--- src/sv/spectrum_peak_decimator_assert.svh ---
// Assertion macros shared by the peak decimator RTL.
// Depends on nothing; included by the modules that carry assertions.
`ifndef SPECTRUM_PEAK_DECIMATOR_ASSERT_SVH
`define SPECTRUM_PEAK_DECIMATOR_ASSERT_SVH

// Same-cycle implication, disabled during reset.
`define SPD_ASSERT_IMPL(lbl, clk_s, rstn_s, ante, cons, msg) \
  lbl: assert property (@(posedge clk_s) disable iff (!rstn_s) (ante) |-> (cons)) \
    else $error(msg);

// Next-cycle implication, disabled during reset.
`define SPD_ASSERT_NEXT(lbl, clk_s, rstn_s, ante, cons, msg) \
  lbl: assert property (@(posedge clk_s) disable iff (!rstn_s) (ante) |=> (cons)) \
    else $error(msg);

`endif

--- src/sv/spd_pkg.sv ---
// Package for the spectrum peak decimator: field widths, codes, status structs
// and the level mapping function. Depends on nothing.
package spd_pkg;

  localparam int IDX_W     = 12;
  localparam int BIN_W     = 16;
  localparam int CNT_W     = 13;
  localparam int CAL_W     = 16;
  localparam int LVL_W     = 8;
  localparam int DATA_W    = 32;
  localparam int PADDR_W   = 3;
  localparam int SUM_W     = 18;

  localparam int BINS_DEFAULT = 4096;

  localparam logic [CNT_W-1:0] COUNT_RESET = 13'd1024;
  localparam logic [CAL_W-1:0] CAL_RESET   = 16'd0;
  localparam logic [LVL_W-1:0] LEVEL_MAX   = 8'd255;

  // Operation codes of an input item.
  localparam logic OP_WRITE = 1'b0;
  localparam logic OP_READ  = 1'b1;

  // Register index, taken from paddr bit 2.
  localparam logic REG_OUTPUT_COUNT = 1'b0;
  localparam logic REG_CAL_OFFSET   = 1'b1;

  typedef struct packed {
    logic busy;
    logic done;
  } spd_div_sts_t;

  typedef struct packed {
    logic                    done;
    logic                    any;
    logic signed [BIN_W-1:0] peak;
  } spd_scan_sts_t;

  // Peak plus calibration, negated, truncated to whole dB and saturated.
  function automatic logic [LVL_W-1:0] level_of(logic signed [BIN_W-1:0] peak,
                                                logic any,
                                                logic signed [CAL_W-1:0] cal);
    logic signed [SUM_W-1:0] s;
    logic signed [SUM_W-1:0] q;
    logic [LVL_W-1:0]        lvl;
    s = SUM_W'(peak) + SUM_W'(cal);
    q = -s;
    if (!any) begin
      lvl = LEVEL_MAX;
    end else if (q <= 18'sd0) begin
      lvl = '0;
    end else if (q[SUM_W-1:4] > 14'd255) begin
      lvl = LEVEL_MAX;
    end else begin
      lvl = q[LVL_W+3:4];
    end
    return lvl;
  endfunction

endpackage

--- src/sv/spd_scan.sv ---
// Window scan: reads the bin store from lo up to hi - 1 and keeps the peak.
// Depends on spd_pkg and the assertion macro header.
`include "spectrum_peak_decimator_assert.svh"

module spd_scan import spd_pkg::*; #(
  parameter int AW = 12
) (
  input  logic                    clk,
  input  logic                    rst_n,
  input  logic                    start,
  input  logic [AW:0]             lo,
  input  logic [AW:0]             hi,
  output logic                    rd_en,
  output logic [AW-1:0]           rd_addr,
  input  logic signed [BIN_W-1:0] rd_data,
  output spd_scan_sts_t           sts
);

  localparam int CW = AW + 1;

  logic                    active_r, active_nxt;
  logic [AW:0]             cur_r, cur_nxt;
  logic [AW:0]             hi_r, hi_nxt;
  logic                    rv_r, rv_nxt;
  logic                    last_r, last_nxt;
  logic                    any_r, any_nxt;
  logic                    done_r, done_nxt;
  logic signed [BIN_W-1:0] peak_r, peak_nxt;

  always_comb begin
    active_nxt = active_r;
    cur_nxt    = cur_r;
    hi_nxt     = hi_r;
    rv_nxt     = 1'b0;
    last_nxt   = 1'b0;
    any_nxt    = any_r;
    done_nxt   = 1'b0;
    peak_nxt   = peak_r;
    if (start) begin
      cur_nxt    = lo;
      hi_nxt     = hi;
      any_nxt    = 1'b0;
      active_nxt = lo < hi;
      // An empty window finishes at once and reads as the display floor.
      done_nxt   = !(lo < hi);
    end else begin
      if (active_r) begin
        rv_nxt   = 1'b1;
        cur_nxt  = cur_r + CW'(1);
        last_nxt = (cur_r + CW'(1)) == hi_r;
        if ((cur_r + CW'(1)) == hi_r) begin
          active_nxt = 1'b0;
        end
      end
      // Read data lands in the cycle after its address was issued.
      if (rv_r) begin
        if (!any_r || rd_data > peak_r) begin
          peak_nxt = rd_data;
          any_nxt  = 1'b1;
        end
        done_nxt = last_r;
      end
    end
  end

  always_ff @(posedge clk) begin
    if (!rst_n) begin
      active_r <= 1'b0;
      rv_r     <= 1'b0;
      last_r   <= 1'b0;
      any_r    <= 1'b0;
      done_r   <= 1'b0;
    end else begin
      active_r <= active_nxt;
      rv_r     <= rv_nxt;
      last_r   <= last_nxt;
      any_r    <= any_nxt;
      done_r   <= done_nxt;
    end
    cur_r  <= cur_nxt;
    hi_r   <= hi_nxt;
    peak_r <= peak_nxt;
  end

  assign rd_en    = active_r;
  assign rd_addr  = cur_r[AW-1:0];
  assign sts.done = done_r;
  assign sts.any  = any_r;
  assign sts.peak = peak_r;

  `SPD_ASSERT_IMPL(a_scan_start_idle, clk, rst_n, start, !active_r && !rv_r,
                   "scan started while a window is in progress")
  `SPD_ASSERT_NEXT(a_scan_last_done, clk, rst_n, rv_r && last_r, done_r && any_r,
                   "last read of a window did not finish the scan")

endmodule

--- config.mk ---
export PLATFORM = sky130hd
export DESIGN_NAME = spd_scan
export DESIGN_NICKNAME = d
export VERILOG_FILES = /design/src/sv/spd_pkg.sv /design/src/sv/spd_scan.sv
export VERILOG_INCLUDE_DIRS = /design/src /design/src/sv
export SDC_FILE = /design/constraint.sdc
export NUM_CORES = 1
export LEC_CHECK = 0
export ABC_AREA = 1
export BUFFER_PORTS_ARGS = -buffer_cell sky130_fd_sc_hd__buf_4
export CAP_MARGIN = 20
export CORE_MARGIN = 2
export CORE_UTILIZATION = 45
export DETAILED_ROUTE_END_ITERATION = 7
export GPL_ROUTABILITY_DRIVEN = 0
export PLACE_DENSITY = 0.7
export SLEW_MARGIN = 20
export SYNTH_ARGS = -nofsm -noshare
export SYNTH_HDL_FRONTEND = slang
export SYNTH_SLANG_ARGS = --single-unit
--- constraint.sdc ---
create_clock -name clk -period 3.1 [get_ports clk]
set_input_delay 0.31 -clock clk [delete_from_list [all_inputs] [get_ports clk]]
set_output_delay 0.31 -clock clk [all_outputs]
set_load 0.03 [all_outputs]
**After elaboration in Yosys (flattened, before gate mapping)**

Cells that the tools add are included.

- Logic and storage cells: 31
- Bits in registers: 47
- Output and inout bits: 31

- Eq/ne operators: 1
- Reduce and logical (&&, ||, !) cells: 8
- $lt $le $gt $ge: 2
- Add/subtract/negate cells: 1
- Muxes and demuxes: 8
- Bitwise operators: 3

Operators by type and width:

| operator | number |
|---|---|
| $mux 13 | 2 |
| $gt 16x16->1 | 1 |
| $add 13x1->13 const B | 1 |
| $eq 13x13->1 | 1 |
| $lt 13x13->1 | 1 |
| $mux 1 | 6 |
| $not 1->1 | 3 |
| $reduce_and 3->1 | 1 |
| $reduce_or 3->1 | 1 |
| $logic_not 1->1 | 2 |
| $reduce_and 2->1 | 1 |
| $reduce_bool 2->1 | 1 |
| $reduce_or 2->1 | 1 |
| $logic_or 1x1->1 | 1 |

**Depth between registers and ports, before layout**

- Word-level depth: 5
- Gate-level depth with buffers: 14

**Worst setup path after synthesis**

No wires, ideal clock.

- Path kind: register -> register
- From: register peak_r[5]
- To: register peak_r[0], enable pin
- Path slack: 0.441 ns
- Arrival time: 2.264 ns
- Stages on the path, launching flop included: 12
- Cell sequence: edfxtp_1 -> inv_1 -> ha_1 -> a21oi_1 -> nor2_1 -> nor3_1 -> nand2_1 -> nand2_1 -> nand2_1 -> nand2_1 -> nand3_1 -> a21oi_1

- Word-level cells in the longest chain between the ends: 3

RTL lines:

| what | line | source |
|---|---|---|
| start: declaration | spd_scan.sv:28 | `logic signed [BIN_W-1:0] peak_r, peak_nxt;` |
| start signal: assignment | spd_scan.sv:82 | `peak_r <= peak_nxt;` |
| $gt 16x16->1 | spd_scan.sv:57 | `if (!any_r \|\| rd_data > peak_r) begin` |
| $logic_or 1x1->1 | spd_scan.sv:57 |  |
| $reduce_and 3->1 (no line) | n/a |  |

No other way between the ends.
A chain may end at the register's enable or synchronous reset.

**Worst setup path after layout**

- From: register peak_r[5]
- To: register peak_r[6], enable pin

The elaborated chain is that of the path after synthesis.

==> impl_results.md <==
- Outcome: finished, final reports clean
- Capturing point of the worst reg2reg path: peak_r[6]$_DFFE_PP_
- Buffers on Ports: 75
- Hold endpoint: peak_r[0]$_DFFE_PP_
- Footprint of the multi-input gates: between 1000 and 1500 sq um
- Seq/Total Area, Yosys: 0.447
- Hold-fix buffers, CTS: 0
- Max_cap viols: 0
- CP required: roughly 3.1 ns
- Number of H-tree levels: 2
- Routed WL: 6690 um
- Max Clk Rate: approximately 480 MHz
- # resized after CTS: 0
- Layout cell share with drive strength beyond 1: 0.228
- Logic pwr share: 0.222
- Delay-heaviest family, CP: simple AND/OR/NAND/NOR gates
- Drt first pass iters: 4
- Die ar.: between 7000 and 8000 sq um
- Crit-path max FO: 11
- Worst r2r src: peak_r[5]$_DFFE_PP_
- Area Overhead vs Synth: 22.8%
- WHS Path Cells: 1
- CTS tree: done
- Post-CTS Setup Bufs: 0
- Initial drt markers: between 80 and 90
- Hold crit path type: in -> reg
- Syn_nets: 432
- # nets final: 502
- Clock power frac: 0.294
- P_sw: ~0.46 mW
- Yosys cell types: 28
- CTS clock-pin slew for the worst setup and hold paths: 0.09 ns
- Reg2reg setup slack: ~1 ns
- Syn_area_per_cell: 8.50 sq um
- Diode count: 0
- Final-report setup violation count: 0
- Leak: roughly 1.9 nW
- DRC: 0
- Worst VDD drop: 0.206 mV
- DPL Wire Length: ~5400 um
- Root Driver: clkbuf_8
- Die span in x: roughly 86 um
- Vias in the first global route: between 2000 and 2500
- DIE HEIGHT: about 86 um
- Cts bufs inserted: 5
- Worst Skew: 0.00704 ns
- Worst-path cell with the longest stage delay: edfxtp_1
- Via density: between 4 and 5
- GRT Util Overall: 0.189
- Layout fillers: between 500 and 600
- Min Tclk post-route: around 2.1 ns
- Final-report max-slew violation count: 0
- Post-route ant nets: 0
- Clock tree sinks: between 40 and 50
- CP Capture Type: flip-flop
- TNS Setup: 0 ns
- Period utilization: 0.675
- Clock Latency Late Sink: roughly 0.30 ns
- Seq pwr share: 0.484
- First-pass GRT wire length: around 11000 um
- Sw Share: 0.286
- CP cell instances: inv_1, ha_1, a21oi_1, nor2_1, nor3_1, nand2_1, nand2_1, nand2_1, nand2_1, nand3_1, a21oi_1, buf_4
- Core ar.: between 6000 and 7000 sq um
- Standard-cell rows: 29
- Kind of critical path: reg -> reg
- Largest net degree at the start of global routing: 30
- Yosys top cell area share: 0.414
- Most used cell, CP: nand2_1
- Post-synth top area cell: edfxtp_1
- Clock buffer depth: 2
- Syn Inst Count: about 360
- Ports: 76
- Worst Max-Slew Pin Slew: 0.326 ns
- Buf/Inv on CP: 2
- Max incr delay on CP: around 0.40 ns
- Storage cell area: 1360 sq um
- Vias: about 2500
- Pwr/cell area: 428 nW/um^2
- FF-to-FF path depth: 12
- Initial Util: 0.471
- Main area contributors after synthesis: edfxtp_1 (41%), ha_1 (12%), nand2_1 (10%), inv_1 (7.4%), nand3_1 (4.4%)
- Non-filler instance count after layout: about 500
- Inst Count DP: around 500
- Synth Warn #: 0
- GR Overflow Total: 0
- Critical Path Start Type: flip-flop
- Avg WL per Cell: ~13 um
- Flip-flop and latch count after synthesis: 47
- Number of hold violations in the final report: 0
- Int Power: 1.14 mW
- Hold Crit Start: rd_data[0]
- Initial antenna violation count: 0
- Post-Syn Area: between 3000 and 4000 sq um
- WP data arrival: 2.10 ns
- Max transition margin: 0.782
- RSZ-0062 raised after global routing: no
## cells in the mapped netlist, drive strengths merged
master	number
nand2	91
a21o	1
a21oi	16
dfxtp	5
clkbuf	2
a31oi	6
xor2	1
nand3b	6
nor2	30
o21ai	10
nand3	28
xnor2	1
edfxtp	42
clkinv	1
nand4	8
o21bai	1
buf	14
inv	60
nor3	3
a211oi	1
a21boi	1
ha	29
o221ai	1
## cells in the final DEF (no fill, tap or decap), drive strengths merged, types with 5 or more instances in the layout
master / count
a21oi: 16
a31oi: 6
buf: 79
clkbuf: 6
dfxtp: 5
edfxtp: 42
ha: 29
inv: 60
nand2: 91
nand3: 28
nand3b: 6
nand4: 8
nor2: 30
o21ai: 10
## worst max-delay path by stage
stage,depth (start not counted),from,endpoint,slack (ns)
finish,12,peak_r[5]$_DFFE_PP_,peak_r[6]$_DFFE_PP_,1.01
global route,12,peak_r[5]$_DFFE_PP_,peak_r[4]$_DFFE_PP_,0.80
CTS,12,peak_r[5]$_DFFE_PP_,peak_r[6]$_DFFE_PP_,1.02
detailed placement,12,rd_data[5],peak_r[4]$_DFFE_PP_,1.0
global placement,12,rd_data[5],peak_r[8]$_DFFE_PP_,1.02
floorplan,11,peak_r[5]$_DFFE_PP_,peak_r[0]$_DFFE_PP_,0.44
## kinds of logic after synthesis
logic type,share of synthesized area
xor gates and xnor gates,0.00576
AOI/OAI and AO/OA,0.0678
adders and majority gates,0.119
buffers and inverters,0.112
and+or+nand+nor,0.248
DFF,0.447
## metrics by stage
| stage | setup slack [ns] | power, mW | hold WS, ns | instance area, sq um | util |
|---|---|---|---|---|---|
| floorplan | 0.441 | 1.02 | 0.409 | 3040 | - |
| global placement | 1.02 | 1.13 | 0.468 | 3620 | 0.561 |
| detailed placement | 0.997 | 1.14 | 0.476 | 3620 | 0.561 |
| CTS | 1.02 | 1.61 | 0.178 | 3740 | 0.579 |
| global route | 0.798 | 1.69 | 0.173 | 3740 | 0.579 |
| finish | 1.01 | 1.60 | 0.186 | 3740 | 0.579 |
## flip-flops by register name, indices dropped and copies added, names as in the netlist
name    count
any_r       1
hi_r       13
peak_r     16
rd_en       1
cur_r      13
last_r      1
rv_r        1
done_r      1
## worst reg2reg max path, stage by stage, from the launching register on
cell and delay (ns):
edfxtp_1 0.40, inv_1 0.07, ha_1 0.23, a21oi_1 0.15
nor2_1 0.05, nor3_1 0.19, nand2_1 0.09, nand2_1 0.07
nand2_1 0.05, nand2_1 0.05, nand3_1 0.06, a21oi_1 0.17
buf_4 0.23
## power groups by stage
stage | clock network (mW) | registers (mW) | logic (mW)
after floorplan | 0 | 0.785 | 0.239
after global placement | 0 | 0.787 | 0.347
after detailed placement | 0 | 0.789 | 0.355
after CTS | 0.481 | 0.774 | 0.357
after global routing | 0.508 | 0.780 | 0.399
final | 0.470 | 0.774 | 0.355
## layer usage
metal	up-vias	GRT usage	wire (um)
li1	1309	-	-
met1	1154	0.239	2860
met2	57	0.330	3370
met3	6	0.0410	377
met4	0	0.0511	74
met5	-	0	0
## layout make-up
class,count,area share
clock inverters,2,0.00937
inverters,61,0.0612
well taps,77,0.0258
clock buffers,6,0.0221
flip-flops and latches,47,0.364
repair buffers,79,0.159
multi-input cells,234,0.359
No activity file was read; power rests on OpenSTA's default activity.
