## src/sv/spectrum_peak_decimator_assert.svh

```systemverilog
// Assertion macros shared by the peak decimator RTL.
// Depends on nothing; included by the modules that carry assertions.
`ifndef SPECTRUM_PEAK_DECIMATOR_ASSERT_SVH
`define SPECTRUM_PEAK_DECIMATOR_ASSERT_SVH

// Same-cycle implication, disabled during reset.
`define SPD_ASSERT_IMPL(lbl, clk_s, rstn_s, ante, cons, msg) \
  lbl: assert property (@(posedge clk_s) disable iff (!rstn_s) (ante) |-> (cons)) \
    else $error(msg);

// Next-cycle implication, disabled during reset.
`define SPD_ASSERT_NEXT(lbl, clk_s, rstn_s, ante, cons, msg) \
  lbl: assert property (@(posedge clk_s) disable iff (!rstn_s) (ante) |=> (cons)) \
    else $error(msg);

`endif

```

## src/sv/spd_pkg.sv

```systemverilog
// Package for the spectrum peak decimator: field widths, codes, status structs
// and the level mapping function. Depends on nothing.
package spd_pkg;

  localparam int IDX_W     = 12;
  localparam int BIN_W     = 16;
  localparam int CNT_W     = 13;
  localparam int CAL_W     = 16;
  localparam int LVL_W     = 8;
  localparam int DATA_W    = 32;
  localparam int PADDR_W   = 3;
  localparam int SUM_W     = 18;

  localparam int BINS_DEFAULT = 4096;

  localparam logic [CNT_W-1:0] COUNT_RESET = 13'd1024;
  localparam logic [CAL_W-1:0] CAL_RESET   = 16'd0;
  localparam logic [LVL_W-1:0] LEVEL_MAX   = 8'd255;

  // Operation codes of an input item.
  localparam logic OP_WRITE = 1'b0;
  localparam logic OP_READ  = 1'b1;

  // Register index, taken from paddr bit 2.
  localparam logic REG_OUTPUT_COUNT = 1'b0;
  localparam logic REG_CAL_OFFSET   = 1'b1;

  typedef struct packed {
    logic busy;
    logic done;
  } spd_div_sts_t;

  typedef struct packed {
    logic                    done;
    logic                    any;
    logic signed [BIN_W-1:0] peak;
  } spd_scan_sts_t;

  // Peak plus calibration, negated, truncated to whole dB and saturated.
  function automatic logic [LVL_W-1:0] level_of(logic signed [BIN_W-1:0] peak,
                                                logic any,
                                                logic signed [CAL_W-1:0] cal);
    logic signed [SUM_W-1:0] s;
    logic signed [SUM_W-1:0] q;
    logic [LVL_W-1:0]        lvl;
    s = SUM_W'(peak) + SUM_W'(cal);
    q = -s;
    if (!any) begin
      lvl = LEVEL_MAX;
    end else if (q <= 18'sd0) begin
      lvl = '0;
    end else if (q[SUM_W-1:4] > 14'd255) begin
      lvl = LEVEL_MAX;
    end else begin
      lvl = q[LVL_W+3:4];
    end
    return lvl;
  endfunction

endpackage

```

## src/sv/spd_div.sv

```systemverilog
// Restoring divider, one quotient bit per cycle, for the window bounds.
// Depends on spd_pkg and the assertion macro header.
`include "spectrum_peak_decimator_assert.svh"

module spd_div import spd_pkg::*; #(
  parameter int NW = 25
) (
  input  logic             clk,
  input  logic             rst_n,
  input  logic             start,
  input  logic [NW-1:0]    num,
  input  logic [CNT_W-1:0] den,
  output logic [NW-1:0]    quo,
  output spd_div_sts_t     sts
);

  localparam int CW = $clog2(NW);

  logic             busy_r, busy_nxt;
  logic             done_r, done_nxt;
  logic [CW-1:0]    cnt_r, cnt_nxt;
  logic [CNT_W-1:0] rem_r, rem_nxt;
  logic [CNT_W-1:0] den_r, den_nxt;
  logic [NW-1:0]    quo_r, quo_nxt;
  logic [CNT_W:0]   trial;
  logic [CNT_W:0]   diff;
  logic             ge;

  // The numerator shifts out of the top of quo_r while quotient bits enter below.
  assign trial = {rem_r, quo_r[NW-1]};
  assign diff  = trial - {1'b0, den_r};
  assign ge    = trial >= {1'b0, den_r};

  always_comb begin
    busy_nxt = busy_r;
    done_nxt = 1'b0;
    cnt_nxt  = cnt_r;
    rem_nxt  = rem_r;
    den_nxt  = den_r;
    quo_nxt  = quo_r;
    if (start) begin
      busy_nxt = 1'b1;
      cnt_nxt  = '0;
      rem_nxt  = '0;
      den_nxt  = den;
      quo_nxt  = num;
    end else if (busy_r) begin
      rem_nxt = ge ? diff[CNT_W-1:0] : trial[CNT_W-1:0];
      quo_nxt = {quo_r[NW-2:0], ge};
      cnt_nxt = cnt_r + CW'(1);
      if (cnt_r == CW'(NW - 1)) begin
        busy_nxt = 1'b0;
        done_nxt = 1'b1;
      end
    end
  end

  always_ff @(posedge clk) begin
    if (!rst_n) begin
      busy_r <= 1'b0;
      done_r <= 1'b0;
      cnt_r  <= '0;
    end else begin
      busy_r <= busy_nxt;
      done_r <= done_nxt;
      cnt_r  <= cnt_nxt;
    end
    rem_r <= rem_nxt;
    den_r <= den_nxt;
    quo_r <= quo_nxt;
  end

  assign quo      = quo_r;
  assign sts.busy = busy_r;
  assign sts.done = done_r;

  `SPD_ASSERT_IMPL(a_div_start_idle, clk, rst_n, start, !busy_r,
                   "divider started while busy")

endmodule

```

## config.mk

```make
export PLATFORM = sky130hd
export DESIGN_NAME = spd_div
export DESIGN_NICKNAME = d
export VERILOG_FILES = /design/src/sv/spd_pkg.sv /design/src/sv/spd_div.sv
export VERILOG_INCLUDE_DIRS = /design/src /design/src/sv
export SDC_FILE = /design/constraint.sdc
export NUM_CORES = 1
export LEC_CHECK = 0
export ABC_CLOCK_PERIOD_IN_PS = 2900
export BUFFER_PORTS_ARGS = -buffer_cell sky130_fd_sc_hd__buf_4
export CORE_AREA = 3 3 162 85
export DETAILED_ROUTE_END_ITERATION = 8
export DIE_AREA = 0 0 165 88
export PLACE_DENSITY = 0.49
export SYNTH_ARGS = -nofsm -noshare
export SYNTH_HDL_FRONTEND = slang
export SYNTH_SLANG_ARGS = --single-unit
```

## constraint.sdc

```tcl
create_clock -name clk -period 2.9 [get_ports clk]
set_clock_uncertainty 0.05 [all_clocks]
set_input_delay 0.145 -clock clk [delete_from_list [all_inputs] [get_ports clk]]
set_output_delay 0.145 -clock clk [all_outputs]
set_load 0.1 [all_outputs]
```

* Yosys cells after proc, flatten, opt, wreduce, memory -nomap -nowiden
Index checks and enable logic that the tools add are counted.
** Cells by class
- Add/sub/neg operators :: 2
- Magnitude comparators :: 1
- Equality and inequality tests :: 1
- Reduce and logical (&&, ||, !) cells :: 3
- Bitwise gates (word level) :: 2
- Muxes and demuxes :: 7
** Operators by type and width (count)
- $mux W25 :: 2
- $ge A14 B13 Y1 :: 1
- $mux W13 :: 1
- $sub A13 B13 Y13 :: 1
- $add A5 B1 Y5 const B :: 1
- $eq A5 B5 Y1 const B :: 1
- $mux W1 :: 4
- $reduce_or A3 Y1 :: 1
- $not A1 Y1 :: 2
- $reduce_bool A2 Y1 :: 1
- $reduce_or A2 Y1 :: 1
** Word-level totals
- Word-level logic and storage cells :: 22
- Register bits :: 58
- Input bits :: 41
- Output and inout bits :: 27

* Logic depth before layout (Yosys ltp)
- Depth in word-level cells :: 4
- Mapped depth :: 11
- Gate-level depth less buffers :: 10

* Worst setup path after synthesis
Ideal clock, no wire load.
- Kind :: register to register
- Start point :: reg quo_r[24] (netlist: quo[24])
- End point :: reg rem_r[11]
- Arrival time :: 2.898 ns
- Data required time :: 2.762 ns
- Setup time :: 0.088 ns
- Period minus slack after synthesis :: 3.036 ns
- Buffers on the path :: 1
- Setup slack :: -0.136 ns
- Stages on the path, launching flop included :: 12
- Path through :: edfxtp_1 inv_1 ha_1 inv_1 fa_1 a211oi_1 o21ai_1 a21oi_1 a21o_1 buf_2 nand3_1 a311oi_2
** Between the ends
- Cells in the longest elaborated chain, start to end :: 2
- Elaborated cells on any way between the ends :: 3
- Those cells by class :: add/sub (1); order compare (1); mux (1)
** Ends and longest elaborated chain
- start, declared :: line spd_div.sv:24 : logic [NW-1:0] quo_r, quo_nxt;
- start signal, assigned :: line spd_div.sv:70 : quo_r <= quo_nxt;
- $sub A13 B13 Y13 / $ge A14 B13 Y1 (equally long branches) :: line spd_div.sv:31, spd_div.sv:32
- $mux W13 * :: line spd_div.sv:48 : rem_nxt = ge ? diff[CNT_W-1:0] : trial[CNT_W-1:0];
- end signal, assigned :: line spd_div.sv:68 : rem_r <= rem_nxt;
- end, declared :: line spd_div.sv:22 : logic [CNT_W-1:0] rem_r, rem_nxt;
Every way passes the cells marked *; elsewhere a longest branch is shown, timed or not.
A chain may end at the register's enable or synchronous reset.

* Worst setup path in the final report
- Start point :: reg quo_r[24] (netlist: quo[24])
- End point :: reg rem_r[12]
Same word-level chain as after synthesis.

==> flow_summary_export.csv <==
group,metric,value,unit
status,status,"finished clean",
placed_design,dp.cells,500,
timing,finalSetupViolCount,0,
synthesis,syn_nets,331,
critical_path,critPathRequiredTime,3.08,ns
synthesis,ys_seq_area_frac,0.4982,
routing,firstDrtPassIters,4,
timing,worstMarginPinSlew,0.6103,ns
die,initial_utilization,0.2472,
critical_path,worstSetupPathType,"reg -> reg",
clocking,cts-htree-levels,3,
critical_path,rr_startpoint,"quo[24]",
grt,grt_use_total,0.1024,
critical_path,crit_fanout,11,
synthesis,syn_inst,274,
critical_path,crit_slowest_cell,"edfxtp_1",
power,p_switching,0.0009337,W
die,fp.dieH,88,um
routing,viasPerCell,4.440,
flow_run,drv_cap,0,
timing,relSlewSlack,0.5931,
routing,drcViolationCount,0,
final_layout,drive_gt1_frac,0.3454,
routing,vias,2349,
die,die_width,165,um
synthesis,syn-cell-area,0.003094,mm2
power,p_int,0.001942,W
power,combPwrFrac,0.283,
critical_path,crit_cells,11,
final_layout,area_delta_synth_final,35.95,%
critical_path,max_stage_delay,0.41,ns
timing,finalCritPeriodShare,0.8909,
clocking,cts_buffer_depth,2,
power,ir_worst_vdd,0.2858,mV
critical_path,path_cells,"inv_1 > ha_1 > inv_1 > fa_2 > a211oi_1 > o21ai_1 > a21oi_2 > a21o_1 > buf_4 > nand3_1 > a311oi_1",
clocking,clock_sinks,58,
placed_design,dpl_worst_slack,0.3067,ns
final_layout,post-route-util,0.3360,
timing,rsz0062_at_grt,"false",
power,p_leak,1.718,nW
synthesis,async_flop_share,0,
critical_path,cpMostUsedCell,"inv_1",
critical_path,crit_end,"rem_r[12]",
synthesis,synth_edf_count,38,
worst_hold_path,hold_path.class,"in -> reg",
grt,antenna_found_initial,0,
timing,slew_violations,0,
synthesis,ys_warn_count,0,
critical_path,cp.arrival,2.76,ns
power,power_density,683.6,mW/mm2
placed_design,hpwl,4963,um
final_layout,n_fill_cell,1278,
grt,grt_pass1_wl,11400,um
power,p_clk_frac,0.365,
grt,grt_max_degree,35,
timing,finalHoldViolCount,0,
final_layout,diodes,0,
critical_path,ff2ff_setup_slack,0.32,ns
placed_design,io_buffers,67,
clocking,cts_setup_buffers,0,
final_layout,layout.cells.non_filler,529,
routing,first_iter_violations,130,
timing,setup_tns,0,ns
die,rows,29,
critical_path,worstReg2RegEnd,"rem_r[12]",
clocking,cts_tree,"built",
power,seq_power_share,0.352,
clocking,cts-buffers-inserted,9,
critical_path,crit_start,"quo[24]",
synthesis,avgSynthCellArea,11.29,um2
clocking,ctsResizeCount,0,
critical_path,worst_setup_path_end_kind,"flip-flop",
clocking,worstSkewPairLatency,0.32,ns
grt,gr-total-overflow,0,
timing,clock.fmax,387.0,MHz
grt,grt_pass1_vias,2225,
timing,finalCriticalPeriod,2.584,ns
critical_path,r2r_cells,11,
worst_hold_path,min_delay_path_depth,2,
timing,fin_ws,0.3163,ns
critical_path,cpLargestDelayFamily,"compound AO/OA/AOI/OAI gates",
power,p_sw_frac,0.3247,
worst_hold_path,worstHoldStart,"rst_n",
final_layout,final_area,0.004207,mm2
clocking,postCtsHoldBufs,13,
routing,wl_per_cell,13.35,um
synthesis,ys_types,47,
routing,routed_wl,7064,um
placed_design,gp_congestion,0.7378,
clocking,clk_pin_slew,0.05,ns
placed_design,place_area,0.003772,mm2
final_layout,fin_nets,411,
synthesis,ys_ff_latch,58,
die,core,0.01252,mm2
critical_path,start_kind,"flip-flop",
die,io_pins,68,
critical_path,crit_buf_inv,3,
routing,ant_nets,0,
clocking,ctsRootBufferMaster,"clkbuf_16",
synthesis,dominantRegCellSynth,"edfxtp_1",
die,die_area,0.01452,mm2
[area by class of cell]
class | count | area [um2] | share of cell area
flip-flops and latches | 58 | 1541 | 0.3664
well taps | 170 | 212.7 | 0.05057
clock inverters | 1 | 5.005 | 0.001190
multi-input cells | 182 | 1414 | 0.3361
inverters | 19 | 71.32 | 0.01695
repair buffers | 84 | 663.1 | 0.1576
clock buffers | 15 | 299.0 | 0.07109
[cells in the final DEF, fill, tap and decap left out, drive strengths merged, types with 4 or more instances in the layout]
cell type    count
buf             71
nor3             4
dfxtp           20
inv             19
nand3           13
a21o             6
dlygate4sd3     13
a21oi           12
edfxtp          38
xnor2            6
o21ai           13
mux2            26
xor2             6
nor2            19
clkbuf          15
nor2b            4
ha              15
a311oi          12
nand2            7
[per-layer routing]
metal  global-route usage  routed length [um]
met1               0.1293                3403
met2               0.1619                3294
met3              0.03873                 308
met4              0.03577                  58
met5                    0                   0
[cells in the mapped netlist (3+ instances only)]
master    instances  area (um2)
edfxtp_1         38        1141
a21oi_1          11       55.05
ha_1             15       187.7
mux2_2           26       292.8
xor2_1            6       52.55
nand4_1           3       18.77
nor3_1            4       20.02
o21ai_1          10       50.05
nor4_1            3       18.77
nand3_1          13       65.06
a21o_1            6       45.04
clkbuf_1         10       37.54
a311oi_2          3       45.04
xnor2_1           6       52.55
a311oi_1          9       78.83
and3_1            3       18.77
or2_2             3       18.77
nor2_1           19       71.32
nor2b_1           4       25.02
inv_1            19       71.32
dfxtp_1          20       400.4
nand2_1           7       26.28
o21ai_0           3       15.01
[power by group through the flow]
stage                     sequential (W)  combinational (W)  clock (W)
after floorplan                  0.00129           0.000352          0
after global placement           0.00103           0.000805          0
after detailed placement         0.00103           0.000802          0
after CTS                        0.00101           0.000819    0.00109
after global routing             0.00102           0.000874    0.00113
final                            0.00101           0.000813    0.00105
[state kept, by name (all words and copies together), names as in the netlist]
name and flops:
done_r 1, quo 25, rem_r 13, busy_r 1
cnt_r 5, den_r 13
[worst register-to-register path, stage by stage (launching register included)]
cell      delay, ns
edfxtp_1       0.41
inv_1          0.08
ha_1           0.16
inv_1          0.05
fa_2           0.36
a211oi_1       0.24
o21ai_1        0.15
a21oi_2        0.27
a21o_1         0.17
buf_4          0.19
nand3_1        0.11
a311oi_1       0.26
[stage by stage]
stage               total power (W)  hold WS (ns)
global placement           0.001835        0.2741
CTS                        0.002917       0.01919
detailed placement         0.001830        0.2744
floorplan                  0.001642        0.1939
global route               0.003029       0.03161
finish                     0.002876       0.02105
[worst min path at each step]
| stage | slack, ns | endpoint |
|---|---|---|
| floorplan | 0.19 | den_r[0] |
| global placement | 0.27 | den_r[8] |
| detailed placement | 0.27 | den_r[3] |
| CTS | 0.02 | busy_r |
| global route | 0.03 | busy_r |
| finish | 0.02 | busy_r |
[kinds of logic after synthesis]
group,after synthesis,share of synthesized area
and+or+nand+nor,67,0.1112
AOI/OAI and AO/OA,59,0.1415
DFF,58,0.4982
buffers and inverters,34,0.04691
muxes,28,0.1011
adders and majority gates,16,0.06713
xor gates and xnor gates,12,0.03397
Power figures use the tool's default switching activity.
